$ cat src/hdl/jfss_pkg.sv
// Shared types and constants for the JPEG frame size scanner.
// Depends on nothing; every other file in hdl imports it.
`timescale 1ns / 1ps

package jfss_pkg;

  typedef logic [2:0] status_t;

  localparam status_t STATUS_FOUND     = 3'd0;
  localparam status_t STATUS_ZERO_DIM  = 3'd1;
  localparam status_t STATUS_BAD_HDR   = 3'd2;
  localparam status_t STATUS_NO_FRAME  = 3'd3;
  localparam status_t STATUS_BAD_LEN   = 3'd4;
  localparam status_t STATUS_TRUNCATED = 3'd5;

  localparam logic [7:0] MARK_PREFIX  = 8'hFF;
  localparam logic [7:0] MARK_SOI     = 8'hD8;
  localparam logic [7:0] MARK_EOI     = 8'hD9;
  localparam logic [7:0] MARK_SOS     = 8'hDA;
  localparam logic [7:0] MARK_RST_LO  = 8'hD0;
  localparam logic [7:0] MARK_RST_HI  = 8'hD7;
  localparam logic [7:0] MARK_SOF_LO  = 8'hC0;
  localparam logic [7:0] MARK_SOF_HI  = 8'hCF;
  localparam logic [7:0] MARK_DHT     = 8'hC4;
  localparam logic [7:0] MARK_JPG     = 8'hC8;
  localparam logic [7:0] MARK_DAC     = 8'hCC;

  typedef struct packed {
    logic [7:0] file_byte;
    logic       at_end;
    logic       starts_file;
  } jfss_in_t;

  typedef struct packed {
    status_t     status;
    logic [15:0] image_width;
    logic [15:0] image_height;
  } jfss_out_t;

endpackage

$ cat src/hdl/jfss_parser.sv
// Byte-wise marker parser: holds the parse phase and segment counters and
// works out the file's result word. Depends on jfss_pkg.
`timescale 1ns / 1ps

module jfss_parser (
  input  logic                clk,
  input  logic                rst,
  input  logic                accept,
  input  jfss_pkg::jfss_in_t  in_data,
  output logic                res_valid,
  output jfss_pkg::jfss_out_t res_data
);
  import jfss_pkg::*;

  typedef enum logic [3:0] {
    PH_DONE    = 4'd0,
    PH_SOI_HI  = 4'd1,
    PH_SOI_LO  = 4'd2,
    PH_HUNT    = 4'd3,
    PH_MARKER  = 4'd4,
    PH_LEN_HI  = 4'd5,
    PH_LEN_LO  = 4'd6,
    PH_SKIP    = 4'd7,
    PH_FLEN_HI = 4'd8,
    PH_FLEN_LO = 4'd9,
    PH_PREC    = 4'd10,
    PH_H_HI    = 4'd11,
    PH_H_LO    = 4'd12,
    PH_W_HI    = 4'd13,
    PH_W_LO    = 4'd14
  } phase_t;

  phase_t      phase, phase_next, cur;
  logic [15:0] skip_remaining, skip_remaining_next;
  logic [7:0]  held_high_byte, held_high_byte_next;
  logic [15:0] frame_height, frame_height_next;

  logic        finish;
  logic [7:0]  b;
  logic        at_end;
  logic [15:0] word16;
  logic        is_frame;
  logic        is_restart;

  assign b          = in_data.file_byte;
  assign at_end     = in_data.at_end;
  assign word16     = {held_high_byte, b};
  assign is_frame   = (b >= MARK_SOF_LO) && (b <= MARK_SOF_HI) &&
                      (b != MARK_DHT) && (b != MARK_JPG) && (b != MARK_DAC);
  assign is_restart = (b >= MARK_RST_LO) && (b <= MARK_RST_HI);

  always_comb begin
    cur                 = in_data.starts_file ? PH_SOI_HI : phase;
    phase_next          = cur;
    skip_remaining_next = skip_remaining;
    held_high_byte_next = held_high_byte;
    frame_height_next   = frame_height;
    finish              = 1'b0;
    res_data            = '0;
    unique case (cur)
      PH_DONE: begin
        phase_next = PH_DONE;
      end
      PH_SOI_HI: begin
        if (at_end || b != MARK_PREFIX) begin
          finish          = 1'b1;
          res_data.status = STATUS_BAD_HDR;
        end else begin
          phase_next = PH_SOI_LO;
        end
      end
      PH_SOI_LO: begin
        if (at_end || b != MARK_SOI) begin
          finish          = 1'b1;
          res_data.status = STATUS_BAD_HDR;
        end else begin
          phase_next = PH_HUNT;
        end
      end
      PH_HUNT: begin
        if (at_end) begin
          finish          = 1'b1;
          res_data.status = STATUS_NO_FRAME;
        end else if (b == MARK_PREFIX) begin
          phase_next = PH_MARKER;
        end
      end
      PH_MARKER: begin
        if (at_end || b == MARK_EOI || b == MARK_SOS) begin
          finish          = 1'b1;
          res_data.status = STATUS_NO_FRAME;
        end else if (b == MARK_PREFIX) begin
          phase_next = PH_MARKER;
        end else if (is_restart) begin
          phase_next = PH_HUNT;
        end else begin
          phase_next = is_frame ? PH_FLEN_HI : PH_LEN_HI;
        end
      end
      PH_LEN_HI, PH_FLEN_HI: begin
        if (at_end) begin
          finish          = 1'b1;
          res_data.status = STATUS_BAD_LEN;
        end else begin
          held_high_byte_next = b;
          phase_next          = (cur == PH_LEN_HI) ? PH_LEN_LO : PH_FLEN_LO;
        end
      end
      PH_LEN_LO, PH_FLEN_LO: begin
        if (at_end || word16[15:1] == 15'd0) begin
          finish          = 1'b1;
          res_data.status = STATUS_BAD_LEN;
        end else if (cur == PH_FLEN_LO) begin
          phase_next = PH_PREC;
        end else begin
          skip_remaining_next = word16 - 16'd2;
          phase_next = (word16 == 16'd2) ? PH_HUNT : PH_SKIP;
        end
      end
      PH_SKIP: begin
        if (at_end) begin
          finish          = 1'b1;
          res_data.status = STATUS_NO_FRAME;
        end else begin
          skip_remaining_next = skip_remaining - 16'd1;
          if (skip_remaining == 16'd1) begin
            phase_next = PH_HUNT;
          end
        end
      end
      PH_PREC: begin
        if (at_end) begin
          finish          = 1'b1;
          res_data.status = STATUS_TRUNCATED;
        end else begin
          phase_next = PH_H_HI;
        end
      end
      PH_H_HI, PH_W_HI: begin
        if (at_end) begin
          finish          = 1'b1;
          res_data.status = STATUS_TRUNCATED;
        end else begin
          held_high_byte_next = b;
          phase_next          = (cur == PH_H_HI) ? PH_H_LO : PH_W_LO;
        end
      end
      PH_H_LO: begin
        if (at_end) begin
          finish          = 1'b1;
          res_data.status = STATUS_TRUNCATED;
        end else begin
          frame_height_next = word16;
          phase_next        = PH_W_HI;
        end
      end
      PH_W_LO: begin
        finish = 1'b1;
        if (at_end) begin
          res_data.status = STATUS_TRUNCATED;
        end else begin
          res_data.image_width  = word16;
          res_data.image_height = frame_height;
          res_data.status = (word16 != 16'd0 && frame_height != 16'd0) ?
                            STATUS_FOUND : STATUS_ZERO_DIM;
        end
      end
      default: begin
        phase_next = PH_DONE;
      end
    endcase
    if (finish) begin
      phase_next = PH_DONE;
    end
  end

  assign res_valid = accept && finish;

  always_ff @(posedge clk) begin
    if (rst) begin
      phase          <= PH_DONE;
      skip_remaining <= '0;
      held_high_byte <= '0;
      frame_height   <= '0;
    end else if (accept) begin
      phase          <= phase_next;
      skip_remaining <= skip_remaining_next;
      held_high_byte <= held_high_byte_next;
      frame_height   <= frame_height_next;
    end
  end

`ifndef ASSERT_OFF
  // Every result closes the file until the next start.
  a_done_after_result: assert property (@(posedge clk) disable iff (rst)
    res_valid |=> phase == PH_DONE)
    else $error("parser not idle after a result");

  // The skip phase always has body bytes left to consume.
  a_skip_nonzero: assert property (@(posedge clk) disable iff (rst)
    phase == PH_SKIP |-> skip_remaining != 16'd0)
    else $error("skip phase with nothing to skip");

  // A found frame never carries a zero dimension.
  a_found_nonzero: assert property (@(posedge clk) disable iff (rst)
    (res_valid && res_data.status == STATUS_FOUND) |->
      (res_data.image_width != 16'd0 && res_data.image_height != 16'd0))
    else $error("found status with zero dimension");
`endif

endmodule

$ cat src/hdl/jfss_out_buf.sv
// Two-entry result buffer (output register plus skid register) that keeps
// the parser running while the consumer stalls. Depends on jfss_pkg.
`timescale 1ns / 1ps

module jfss_out_buf (
  input  logic                clk,
  input  logic                rst,
  input  logic                push,
  input  jfss_pkg::jfss_out_t push_data,
  output logic                full,
  output logic                out_valid,
  input  logic                out_ready,
  output jfss_pkg::jfss_out_t out_data
);
  import jfss_pkg::*;

  logic      skid_valid;
  jfss_out_t skid_data;
  logic      pop;

  assign pop  = out_valid && out_ready;
  assign full = skid_valid;

  always_ff @(posedge clk) begin
    if (rst) begin
      out_valid  <= 1'b0;
      skid_valid <= 1'b0;
    end else begin
      // A push only arrives while the skid register is empty.
      if (push) begin
        if (!out_valid || pop) begin
          out_valid <= 1'b1;
          out_data  <= push_data;
        end else begin
          skid_valid <= 1'b1;
          skid_data  <= push_data;
        end
      end else if (pop) begin
        if (skid_valid) begin
          out_data   <= skid_data;
          skid_valid <= 1'b0;
        end else begin
          out_valid <= 1'b0;
        end
      end
    end
  end

`ifndef ASSERT_OFF
  a_skid_behind_out: assert property (@(posedge clk) disable iff (rst)
    skid_valid |-> out_valid)
    else $error("skid word held with output register empty");

  a_no_push_when_full: assert property (@(posedge clk) disable iff (rst)
    skid_valid |-> !push)
    else $error("result pushed into a full buffer");

  a_skid_drains: assert property (@(posedge clk) disable iff (rst)
    (skid_valid && pop) |=> (out_valid && !skid_valid))
    else $error("skid word not moved forward on pop");
`endif

endmodule

$ cat src/hdl/jpeg_frame_size_scanner_unit.sv
// Top level of the JPEG frame size scanner.
// Depends on jfss_pkg, jfss_parser and jfss_out_buf.
`timescale 1ns / 1ps

// The scanner takes one file byte per cycle and gives at most one result word
// per file, holding the status and the frame dimensions from the first frame
// header. Each byte is processed by the combinational phase logic; the
// result word for the byte (or end mark) that settles the outcome is registered
// in the output buffer. Results pass through a two-entry buffer, so in_ready
// falls only when two results are waiting on a stalled consumer; otherwise a
// byte is accepted on every clock. Bytes sent with no file open are dropped
// silently until a word flagged starts_file arrives.
module jpeg_frame_size_scanner_unit (
  input  logic                clk,
  input  logic                rst,
  input  logic                in_valid,
  output logic                in_ready,
  input  jfss_pkg::jfss_in_t  in_data,
  output logic                out_valid,
  input  logic                out_ready,
  output jfss_pkg::jfss_out_t out_data
);
  import jfss_pkg::*;

  logic      accept;
  logic      res_valid;
  jfss_out_t res_data;
  logic      buf_full;

  assign in_ready = !buf_full;
  assign accept   = in_valid && in_ready;

  jfss_parser u_parser (
    .clk       (clk),
    .rst       (rst),
    .accept    (accept),
    .in_data   (in_data),
    .res_valid (res_valid),
    .res_data  (res_data)
  );

  jfss_out_buf u_out_buf (
    .clk       (clk),
    .rst       (rst),
    .push      (res_valid),
    .push_data (res_data),
    .full      (buf_full),
    .out_valid (out_valid),
    .out_ready (out_ready),
    .out_data  (out_data)
  );

endmodule

$ cat config.mk
export PLATFORM = sky130hd
export DESIGN_NAME = jpeg_frame_size_scanner_unit
export DESIGN_NICKNAME = d
export VERILOG_FILES = /design/src/hdl/jfss_pkg.sv /design/src/hdl/jfss_parser.sv /design/src/hdl/jfss_out_buf.sv /design/src/hdl/jpeg_frame_size_scanner_unit.sv
export SDC_FILE = /design/constraint.sdc
export NUM_CORES = 1
export LEC_CHECK = 0
export BUFFER_PORTS_ARGS = -buffer_cell sky130_fd_sc_hd__buf_2
export CAP_MARGIN = 20
export CORE_MARGIN = 1.5
export CORE_UTILIZATION = 52
export DETAILED_ROUTE_END_ITERATION = 6
export GPL_ROUTABILITY_DRIVEN = 1
export GPL_TIMING_DRIVEN = 0
export PLACE_DENSITY = 0.71
export SYNTH_ARGS = -nofsm -noshare
export SYNTH_HDL_FRONTEND = slang
export SYNTH_SLANG_ARGS = --single-unit
export TNS_END_PERCENT = 20
$ cat constraint.sdc
create_clock -name clk -period 5 [get_ports clk]
set_input_delay 0.5 -clock clk [delete_from_list [all_inputs] [get_ports clk]]
set_output_delay 0.5 -clock clk [all_outputs]
set_load 0.01 [all_outputs]
After elaboration in Yosys (flattened, before gate mapping)

Index checks and enable logic that the tools add are counted.

Bits in registers: 116
Bits of input ports: 14

$add $sub $neg: 2
Order comparisons: 4
Eq/ne operators: 30
Muxes and demuxes: 55
Bitwise gates (word level): 3
Reduce and logical (&&, ||, !) cells: 37

Operators with widths:

| cell                                                     | number |
|---|---|
| 2-to-1 mux 35 bit                                        | 4 |
| 2-to-1 mux 4 bit                                         | 19 |
| 2-to-1 mux 32 bit                                        | 2 |
| 2-to-1 mux 16 bit                                        | 3 |
| case mux 4 bit (11 select lines)                         | 1 |
| != test 8 bit, second input constant                     | 5 |
| case mux 16 bit (2 select lines)                         | 1 |
| nonzero test 16 bit                                      | 2 |
| equality test 4 bit, second input constant               | 7 |
| equality test 8 bit, second input constant               | 3 |
| case mux 3 bit (8 select lines)                          | 1 |
| equality test 16 x 1 -> 1 bit, second input constant     | 1 |
| equality test 16 x 2 -> 1 bit, second input constant     | 1 |
| equality test 4 x 3 -> 1 bit, second input constant      | 4 |
| greater-or-equal comparator 8 bit, second input constant | 2 |
| less-or-equal comparator 8 bit, second input constant    | 2 |
| subtractor 16 x 1 -> 16 bit, second input constant       | 1 |
| subtractor 16 x 2 -> 16 bit, second input constant       | 1 |
| zero test 15 bit                                         | 1 |
| 2-to-1 mux 3 bit                                         | 5 |
| 2-to-1 mux 1 bit                                         | 13 |
| AND reduction 3 bit                                      | 4 |
| 2-to-1 mux 2 bit                                         | 5 |
| != test 2 bit, second input constant                     | 5 |
| 15 further kinds                                         | 38 |

Longest topological paths before layout

Gate-level depths: netlist of run 1.

Depth in word-level cells: 11
Depth in mapped cells: 11
Mapped depth without buffers: 8

Hierarchy

From an unflattened synthesis of run 1, not the netlist that was laid out.

Cells, all modules: 573
Area, all modules: 5935.7 um^2

By module, submodules not included:

| module                       | instances | cells an instance | area each (um^2) |
|---|---|---|---|
| jfss_parser                  | 1         | 449               | 3266.9 |
| jfss_out_buf                 | 1         | 122               | 2658.8 |
| jpeg_frame_size_scanner_unit | 1         | 2                 | 10.0 |

Worst setup path before layout of run 1

No wires, ideal clock.

Path type: input-to-reg
Start: input port in_data[3] (netlist bit)
End: register u_out_buf.skid_data[0] (netlist bit), enable pin
Data arrival time: 4.060 ns
Data required time: 4.552 ns
Slack: 0.493 ns
Stages: 11
Buffers on the path: 3
Path through: buf_2 -> inv_1 -> ha_1 -> nor4b_4 -> a41oi_2 -> nand2b_4 -> nand3b_4 -> nand3_2 -> buf_6 -> buf_6 -> nor4b_2

Longest elaborated chain between the ends: 7
Elaborated cells between the ends (all ways): 17
Those cells by class: eq/ne: 4; mux: 5; reduce/logical: 8

RTL lines:

| item                                   | RTL line                           | RTL |
|---|---|---|
| start: declaration                     | jpeg_frame_size_scanner_unit.sv:18 | `input jfss_pkg::jfss_in_t in_data,` |
| equality test 8 bit                    | jfss_parser.sv:89                  | `if (at_end \|\| b == MARK_EOI \|\| b == MARK_SOS) begin` |
| logical OR 1 bit (2 in series)         | jfss_parser.sv:89                  |  |
| 2-to-1 mux 1 bit                       | jfss_parser.sv:89                  |  |
| case mux 1 bit (6 select lines) *      | jfss_parser.sv:60                  | `unique case (cur)` |
| logical AND 1 bit *                    | jfss_parser.sv:177                 | `assign res_valid = accept && finish;` |
| AND reduction 3 bit (no source line) * | -                                  |  |
| end signal: assignment                 | jfss_out_buf.sv:36                 | `skid_data <= push_data;` |
| end: declaration                       | jfss_out_buf.sv:18                 | `jfss_out_t skid_data;` |

Every way passes the cells marked *; elsewhere a longest branch is shown, timed or not.
A chain may end at the register's enable or synchronous reset.

Final worst setup path of run 1

Start: input port in_data[3] (netlist bit)
End: register u_out_buf.out_data[13] (netlist name)

Longest elaborated chain between the ends: 8
Elaborated cells between the ends (all ways): 20
Those cells by class: eq/ne: 5; mux: 5; reduce/logical: 10

RTL lines:

| item                                                                                 | RTL line |
|---|---|
| equality test 8 bit                                                                  | jfss_parser.sv:89 |
| logical OR 1 bit (2 in series)                                                       | jfss_parser.sv:89 |
| 2-to-1 mux 1 bit                                                                     | jfss_parser.sv:89 |
| case mux 1 bit (6 select lines) *                                                    | jfss_parser.sv:60 |
| logical AND 1 bit *                                                                  | jfss_parser.sv:177 |
| != test 2 x 1 -> 1 bit (no source line) / nonzero test 2 bit (equally long branches) | - |
| AND reduction 4 bit (no source line) *                                               | - |

Marks and branches as above.

==> flow_summary.yaml, run 1 <==
logic_synthesis:
  yosysWarnings: 0
  synth_seq_area_share: 0.499
  synth-simple-area-share: 0.198
  synth_xor_area_frac: 0.0202
  synth_top_family_by_area: "simple AND/OR/NAND/NOR gates"
  asyncSetResetFlopFracSynth: 0
  yosys_register_bits: 116
  synth.avg_cell_area_um2: 10.9
  synthesis.nets: 573
  ys_types: 71
  synth_mux_area_frac: 0.112
  synth-edff-count: 70
  synth_area_um2: 6060
  synth_cells: 555
  synth-main-ff-cell: "edfxtp_1"
  synth_fa_ha_area_frac: 0.00826
  synth-compound-area-share: 0.119
setup_path:
  cpPeakStageDelay_ns: 0.77
  crit_fanout: 20
  worstReg2RegEnd: "u_out_buf.out_data[13]"
  cp.arrival_ns: 3.74
  cp_data_required_time_ns: 5.11
  crit_cells: 13
  start_kind: "input port"
  rrSetupSlack_ns: 1.66
  r2r_start: "u_parser.held_high_byte[0]"
  cp-endpoint: "u_out_buf.out_data[13]"
  critPathKind: "input port to register"
  end_kind: "register"
  critPathTopFamily: "buffers and inverters"
  crit_path_top_delay_cell: "a221oi_4"
  reg2reg_depth: 9
  cp-startpoint: "in_data[3]"
  path_cells: "buf_2 > buf_2 > inv_1 > ha_1 > nor4b_4 > a41oi_2 > nand2b_4 > nand3b_4 > nand3_2 > buf_6 > buf_6 > a221oi_4 > buf_8"
  crit_buf_inv: 6
timing:
  relSlewSlack: 0.391
  setup_tns_ns: 0
  clock_skew_ns: 0.0108
  period_needed_ns: 3.63
  rsz0062_at_grt: "no"
  hold_violations: 0
  slew_viol_final: 0
  fmax_mhz: 275
  tightestPinTransition_ns: 0.913
  setup_viol: 0
  timing.final.crit_share: 0.727
global_routing:
  grt-ovfl-total: 0
  grt_pass1_vias: 4621
  grt_usage: 0.248
  antenna_found_initial: 0
  grt_max_degree: 21
  grt_first_pass_wirelength_mm: 24.0
floorplan:
  initial_utilization: 0.533
  io_pins: 51
  die_h_um: 111
  die_w_um: 111
  coreArea_um2: 11400
  num_rows: 39
  die_area_um2: 12300
cells_and_area:
  syn_to_final_growth_pct: 17.9
  final_core_util: 0.629
  final_layout_size_suffix_gt1_frac: 0.256
  register_area_um2: 3020
  multi_input_area_um2: 2790
  layout_commonest_cell: "edfxtp_1"
  mostFrequentLayoutCells: "edfxtp_1 (70), buf_2 (62), nor2_1 (54)"
  nFillCells: 901
  fin_nets: 641
  antennaDiodeCount: 0
routing:
  dr.first_iter.drc_count: 354
  ant_nets: 0
  num_vias: 4712
  drt_first_pass_iters: 5
  met1_length_mm: 6.42
  via_per_inst: 6.05
  drcViolationCount: 0
  dr.max_layer_used: "met4"
  drt_wl_total_mm: 14.9
  drt-wirelength-per-cell_um: 19.1
  dr_wl_met3_um: 838
  wl_met2_mm: 7.36
cts:
  cts_resized: 0
  htree_num_levels: 4
  clock-root-buffer: "clkbuf_16"
  post-cts-setup-buffers: 0
  clock_latency_ns: 0.42
  cts-hold-fix-buffers: 0
  clk_pin_slew_ns: 0.06
  clockBufferDepth: 2
  cts_made_buffers: 17
  tritoncts: "yes"
  cts_sinks: 116
status:
  status: "completed"
worst_hold_path:
  hp-class: "input port to register"
power:
  clockPowerShare: 0.527
  internal_power_mw: 1.87
  p_sw_mw: 0.554
  seq_power_share: 0.423
  power_density_nw_per_um2: 339
  ir_worst_vdd_uv: 260
  pwr-share-comb: 0.050
  leakagePower_nw: 2.72
  swShare: 0.229
placement:
  io_buffers: 46
  gp_congestion: 0.954
  dpl.hpwl_mm: 10.4
job:
  cap_viol_max_count: 0
-- synth_stat cells, types with 4 or more instances --
cell type,n,area share
a211oi_1,5,0.0062
a21oi_1,27,0.022
a22oi_1,6,0.0074
a31oi_1,8,0.0083
and2_1,33,0.034
buf_2,16,0.013
buf_4,6,0.0074
clkbuf_1,12,0.0074
dfxtp_1,46,0.15
edfxtp_1,70,0.35
ha_1,4,0.0083
inv_1,13,0.0081
mux2_2,17,0.032
mux2_4,17,0.042
mux2i_1,22,0.036
nand2_1,34,0.021
nand3_1,7,0.0058
nand3b_1,4,0.0050
nand4_1,7,0.0072
nor2_1,54,0.033
nor2b_1,5,0.0052
nor3_1,19,0.016
nor4_1,9,0.0093
o211ai_1,4,0.0050
o21ai_0,25,0.021
o22ai_1,6,0.0062
xor2_1,12,0.017
-- worst min-delay path by stage --
stage	start	end	cells past startpoint
CTS	out_ready	u_out_buf.full	2
detailed placement	u_parser.skip_remaining[15]	u_parser.skip_remaining[15]	2
finish	out_ready	u_out_buf.full	2
global route	out_ready	u_out_buf.full	2
floorplan	u_parser.skip_remaining[15]	u_parser.skip_remaining[15]	2
global placement	u_parser.skip_remaining[15]	u_parser.skip_remaining[15]	2
-- worst register-to-register path: stages, from the launching register on --
cell,delay (ns)
dfxtp_1,0.44
nor4_4,0.45
a41oi_2,0.28
nand2b_4,0.22
nand3b_4,0.09
nand3_2,0.13
buf_6,0.19
buf_6,0.17
a221oi_4,0.77
buf_8,0.29
-- final cells by class --
class,count,area share
Multi-Input combinational cell,388,0.390
Clock buffer,17,0.0595
Timing Repair Buffer,49,0.0375
Buffer,38,0.0306
Inverter,13,0.00683
Clock inverter,15,0.0273
Tap cell,143,0.0250
Sequential cell,116,0.423
-- power by group through the flow --
stage	clock network, mW	registers [mW]	logic (mW)
2_1_floorplan	0	1.05	0.0733
3_3_place_gp	0	1.04	0.116
3_5_place_dp	0	1.04	0.121
4_1_cts	1.29	1.02	0.122
5_1_grt	1.33	1.02	0.130
6_report	1.28	1.02	0.122
-- layer usage --
| metal | vias up | GRT usage |
|---|---|---|
| li1 | 2215 | - |
| met1 | 2295 | 0.326 |
| met2 | 181 | 0.410 |
| met3 | 21 | 0.0492 |
| met4 | 0 | 0.0855 |
| met5 | - | 0 |
-- state kept, by name (all words and copies together) (netlist names) --
| signal | count |
|---|---|
| u_parser.held_high_byte | 8 |
| u_out_buf.full | 1 |
| u_parser.phase | 4 |
| u_out_buf.skid_data | 35 |
| u_out_buf.out_data | 35 |
| u_parser.frame_height | 16 |
| u_parser.skip_remaining | 16 |
| u_out_buf.out_valid | 1 |
-- metrics by stage --
stage	hold slack (ns)	cells	total power, mW	setup slack [ns]	instance area, µm²
2_1_floorplan	0.444	555	1.12	0.493	6060
3_3_place_gp	0.460	744	1.16	-0.931	6470
3_5_place_dp	0.471	747	1.17	0.946	6530
4_1_cts	0.328	779	2.44	1.37	7150
5_1_grt	0.337	779	2.49	1.16	7150
6_report	0.333	779	2.42	1.37	7150
-- cell families (layout without fill, tap and decap cells) --
logic type / Yosys count / count (layout)
AO/OA/AOI/OAI: 108 / 108
flip-flops: 116 / 116
adder cells (fa/ha/maj): 4 / 4
XOR/XNOR: 14 / 14
multiplexers: 57 / 57
buffers and inverters: 51 / 132
AND/OR/NAND/NOR: 205 / 205
No activity file was read; power rests on OpenSTA's default activity.
==> run 2, diff against run 1 <==
- ABC_AREA: default -> 1
- clock period: 5 -> 3.5 ns (I/O delays scaled with it)
==> run 2 against run 1 <==
Against the previous run:
- clock-buffer cell count up 3
- largest cell class unchanged
- cell area shrank 0.26%
- highest routed layer unchanged
- global-route usage rose by 2.1 points
- sequential power up 44%
- critical endpoint is now u_out_buf.skid_data[17]
- clock power increased by 41%
==> flow_summary.yaml, run 2 <==
status:
  status: "completed"
timing:
  clock_skew_ns: 0.0128
  timing.final.crit_share: 0.845
  period_needed_ns: 2.96
  fmax_mhz: 338
  rsz0062_at_grt: "no"
  tightestPinTransition_ns: 0.961
  hold_violations: 0
  setup_tns_ns: 0
  slew_viol_final: 0
  setup_viol: 0
  relSlewSlack: 0.358
  hold_slack_ns: 0.121
cts:
  htree_num_levels: 4
  tritoncts: "yes"
  post-cts-setup-buffers: 0
  clk_pin_slew_ns: 0.05
  cts-hold-fix-buffers: 0
  clock_latency_ns: 0.42
  cts_sinks: 116
  cts_resized: 0
  clock-root-buffer: "clkbuf_16"
  cts_made_buffers: 17
  clockBufferDepth: 2
power:
  ir_worst_vdd_uv: 480
  leakagePower_nw: 2.92
  power_density_nw_per_um2: 483
setup_path:
  crit_fanout: 35
  cp.arrival_ns: 3.00
  critPathKind: "register to register"
  end_kind: "register"
  cp_data_required_time_ns: 3.54
  start_kind: "register"
cells_and_area:
  nFillCells: 999
  mostFrequentLayoutCells: "nand2_1 (163), inv_1 (96), nor2_1 (80)"
  antennaDiodeCount: 0
  fin_nets: 865
  syn_to_final_growth_pct: 17.9
  layout_commonest_cell: "nand2_1"
  top_regs: "u_out_buf.out_data: 35 flops, u_out_buf.skid_data: 35 flops"
  final_area_um2: 7130
  final_layout_size_suffix_gt1_frac: 0.137
  fin_cells: 1003
placement:
  gp_congestion: 0.942
  dpl_cell_area_um2: 6510
  place_inst: 971
  io_buffers: 49
  dpl.hpwl_mm: 11.7
floorplan:
  die_w_um: 111
  coreArea_um2: 11400
  initial_utilization: 0.532
  num_rows: 39
  die_area_um2: 12300
  io_pins: 51
  die_h_um: 111
routing:
  drt_first_pass_iters: 5
  drt_wl_total_mm: 15.8
  drt-wirelength-per-cell_um: 15.8
  ant_nets: 0
  dr.first_iter.drc_count: 535
  via_per_inst: 5.46
  drcViolationCount: 0
  num_vias: 5480
global_routing:
  antenna_found_initial: 0
  grt_first_pass_wirelength_mm: 26.1
  grt-ovfl-total: 0
  grt_pass1_vias: 5236
  grt_max_degree: 36
  grt_usage: 0.269
logic_synthesis:
  synthesis.nets: 796
  synth_seq_area_share: 0.500
  synth_commonest_cells: "nand2_1 (163), inv_1 (96), nor2_1 (81)"
  synth.avg_cell_area_um2: 7.77
  yosysMostFrequentCell: "nand2_1"
  synth-main-ff-cell: "edfxtp_1"
  asyncSetResetFlopFracSynth: 0
  synth_area_um2: 6040
  yosysWarnings: 0
  synth_cells: 778
  synth-edff-count: 70
  yosysTopAreaCell: "edfxtp_1"
  synth_area_leaders: "edfxtp_1 (35%), dfxtp_1 (15%), nand2_1 (10%)"
  yosys_register_bits: 116
  ys_types: 32
  synth_top_area_frac: 0.348
worst_hold_path:
  hp-class: "input port to register"
job:
  cap_viol_max_count: 0
-- run 2: changes by cell type in the layout (fill, tap and decap cells not counted), sizes merged, moves of 13 or more --
cell / previous run / this run
mux2: 35 / 0
nor4: 13 / 0
a21oi: 27 / 63
nand2: 34 / 166
nor2: 54 / 86
mux2i: 22 / 0
o21ai: 26 / 90
inv: 20 / 106
nor3: 20 / 34
and2: 33 / 1
nand3: 8 / 45
-- run 2: kinds of logic (layout without fill, tap and decap cells) --
family	after synthesis	after routing	share of synthesized area
compound gates	161	161	0.138
xor+xnor	12	12	0.0174
flops	116	116	0.500
buf+inv	140	222	0.0960
simple gates	345	345	0.240
fa+ha+maj	4	4	0.00828
-- run 2: worst paths after layout --
kind                            slack (ns)  depth (start not counted)                  startpoint                         end
worst max register to register        0.54                         10           u_parser.phase[0]     u_out_buf.skid_data[17]
worst min register to register        0.48                          2  u_parser.skip_remaining[7]  u_parser.skip_remaining[7]
worst max-delay path                  0.54                         10           u_parser.phase[0]     u_out_buf.skid_data[17]
worst min-delay path                  0.12                          2                         rst  u_parser.skip_remaining[8]
-- run 2: report_power, final --
part / internal, mW / total [mW] / switching (mW)
Sequential: 1.46 / 1.47 / 0.00453
Combinational: 0.0545 / 0.176 / 0.121
Clock: 1.18 / 1.80 / 0.627
-- run 2: stage by stage --
| stage | total power [mW] | utilization | worst slack, ns |
|---|---|---|---|
| after floorplan | 1.60 | - | -0.0936 |
| after global placement | 1.66 | 0.569 | -1.18 |
| after detailed placement | 1.67 | 0.572 | 0.182 |
| after CTS | 3.46 | 0.627 | 0.527 |
| after global routing | 3.54 | 0.627 | 0.284 |
| final | 3.44 | 0.627 | 0.541 |
-- run 2: layout make-up --
cell class	count	area [µm²]	share of cell area
clock buffers	20	468	0.0656
multi-input cells	522	2460	0.345
clock inverters	12	153	0.0214
inverters	107	402	0.0563
flip-flops and latches	116	3020	0.424
repair buffers	50	265	0.0372
well taps	143	179	0.0251
plain buffers	33	179	0.0251
-- run 2: critical path: stages, from the launching register on --
cell	delay, ns
dfxtp_1	0.43
inv_2	0.09
o21bai_1	0.30
nand2_1	0.22
o21ai_2	0.14
nand2_1	0.14
nand2_1	0.13
o21ai_2	0.07
buf_6	0.16
buf_6	0.15
nor2_4	0.72
-- run 2: layer usage --
layer	vias to the layer above	track usage	wire, µm
li1	2713	-	-
met1	2551	0.349	6990
met2	191	0.440	7730
met3	25	0.0651	895
met4	0	0.0983	227
met5	-	0	0
==> run 3, diff against run 2 <==
- ABC_AREA: 1 -> 0
- clock period: 3.5 -> 2.8 ns (I/O delays scaled with it)
==> run 3 against run 2 <==
Against the previous run:
- critical path depth up 1
- clock power up 12%
- global-route usage down 1.8 points
- die area up 0.24%
- highest routed layer unchanged
- utilization up 1.2 points
- critical endpoint is now u_out_buf.out_data[0]
- critical path type unchanged
- first-iteration DRC count down 24%
- fmax up 11%
- wire length down 3.7%
- power up 19%
- non-clock buffer count up 19
==> flow_summary.yaml, run 3 (synthesis results as in run 1) <==
status:
  status: "completed"
timing:
  fin_ws_ns: 0.142
  hold_slack_ns: 0.115
  hold_violations: 0
  tightestPinTransition_ns: 0.810
  setup_viol: 0
  clock_skew_ns: 0.0113
  relSlewSlack: 0.460
  rsz0062_at_grt: "no"
  period_needed_ns: 2.66
  timing.final.crit_share: 0.949
  fmax_mhz: 376
  slew_viol_final: 0
cts:
  cts_made_buffers: 17
  tritoncts: "yes"
  clock_latency_ns: 0.42
  clk_pin_slew_ns: 0.06
  cts_sinks: 116
  clock-root-buffer: "clkbuf_16"
  clockBufferDepth: 2
  htree_num_levels: 4
  cts-hold-fix-buffers: 0
routing:
  drt_first_pass_iters: 5
  via_per_inst: 5.99
  drcViolationCount: 0
  ant_nets: 0
  num_vias: 4756
  dr.first_iter.drc_count: 407
  drt_wl_total_mm: 15.3
  drt-wirelength-per-cell_um: 19.2
placement:
  gp_congestion: 0.903
  dpl_cell_area_um2: 6560
  io_buffers: 46
  dpl.hpwl_mm: 10.6
  place_inst: 747
  pre_cts_slack_ns: -0.779
power:
  leakagePower_nw: 2.77
  internal_power_mw: 3.14
  ir_worst_vdd_uv: 629
  p_sw_mw: 0.943
  clockPowerShare: 0.495
  power_density_nw_per_um2: 562
  power_mw: 4.08
  seq_power_share: 0.448
  pwr-share-comb: 0.057
  swShare: 0.231
cells_and_area:
  fin_cells: 794
  mostFrequentLayoutCells: "edfxtp_1 (70), buf_2 (61), nor2_1 (53)"
  layout_commonest_cell: "edfxtp_1"
  syn_to_final_growth_pct: 19.9
  antennaDiodeCount: 0
  final_area_um2: 7270
  top_regs: "u_out_buf.out_data: 35 flops, u_out_buf.skid_data: 35 flops"
  final_layout_size_suffix_gt1_frac: 0.289
  fin_nets: 656
global_routing:
  grt_first_pass_wirelength_mm: 24.1
  grt_usage: 0.251
  grt-ovfl-total: 0
  antenna_found_initial: 0
  grt_pass1_vias: 4564
  grt_max_degree: 21
floorplan:
  die_h_um: 111
  coreArea_um2: 11400
  die_w_um: 111
  io_pins: 51
  initial_utilization: 0.533
  num_rows: 39
  die_area_um2: 12300
setup_path:
  end_kind: "register"
  crit_path_top_delay_cell: "dfxtp_1"
  cp_data_required_time_ns: 2.92
  crit_buf_inv: 5
  cp.arrival_ns: 2.78
  critPathTopFamily: "buffers and inverters"
  critPathKind: "register to register"
  cp_common_cell: "buf_4"
  crit_fanout: 20
  cpPeakStageDelay_ns: 0.30
  path_cells: "buf_4 > nor2b_4 > nand3_1 > o221ai_2 > nand3b_4 > nand3_2 > buf_6 > buf_12 > a221oi_4 > buf_4 > buf_8"
  start_kind: "register"
worst_hold_path:
  hp-class: "input port to register"
job:
  cap_viol_max_count: 0
==> run 3: cell count changes in the layout (fill, tap and decap cells not counted), moves of 16 or more <==
cell,delta
nand3_1,-38
nand2_1,-130
o21ai_0,-20
and2_1,+32
mux2_4,+17
mux2i_1,+22
o21ai_1,-42
buf_4,+19
nor2_1,-27
a21oi_1,-36
inv_1,-84
nor3_1,-16
mux2_2,+17
==> run 3: per-stage QoR <==
step,util,setup TNS [ns]
6_report,0.639,0
5_1_grt,0.639,0
4_1_cts,0.635,0
3_5_place_dp,0.577,-45.63
3_3_place_gp,0.574,-96.44
2_1_floorplan,-,-30.63
==> run 3: path summary, 6_finish.rpt <==
kind,slack (ns),to,from,cells after the start
max,0.14,u_out_buf.out_data[0],u_parser.phase[1],11
min,0.11,u_out_buf.full,out_ready,2
max reg2reg,0.14,u_out_buf.out_data[0],u_parser.phase[1],11
min reg2reg,0.49,u_parser.skip_remaining[15],u_parser.skip_remaining[15],2
==> run 3: layer usage <==
layer | track usage | share of wire
met1 | 0.326 | 0.43
met4 | 0.0957 | 0.015
met5 | 0 | 0
met3 | 0.0552 | 0.062
met2 | 0.412 | 0.49
==> run 3: worst register-to-register path, cell delays in order (launching register included) <==
cell      delay, ns
dfxtp_1        0.30
buf_4          0.16
nor2b_4        0.19
nand3_1        0.17
o221ai_2       0.23
nand3b_4       0.17
nand3_2        0.13
buf_6          0.19
buf_12         0.16
a221oi_4       0.26
buf_4          0.20
buf_8          0.19
==> run 3: repair_timing <==
item                                    CTS  global route
endpoints found under the setup margin   70            55
buffers inserted                         11             4
pin swaps                                 5             2
gates resized for setup                   6             5
==> run 3: final cells by class <==
type	count	area [µm²]
fillers	882	4100
flip-flops and latches	116	3030
multi-input cells	388	2830
clock buffers	17	425
repair buffers	64	384
plain buffers	38	238
well taps	143	179
clock inverters	15	130
inverters	13	51.3
==> run 3: power by group through the flow <==
stage	Combinational [mW]	Sequential [mW]	Clock (mW)
final	0.234	1.83	2.02
after floorplan	0.139	1.87	0
after detailed placement	0.221	1.87	0
after CTS	0.230	1.83	2.04
after global routing	0.250	1.83	2.12
after global placement	0.215	1.87	0
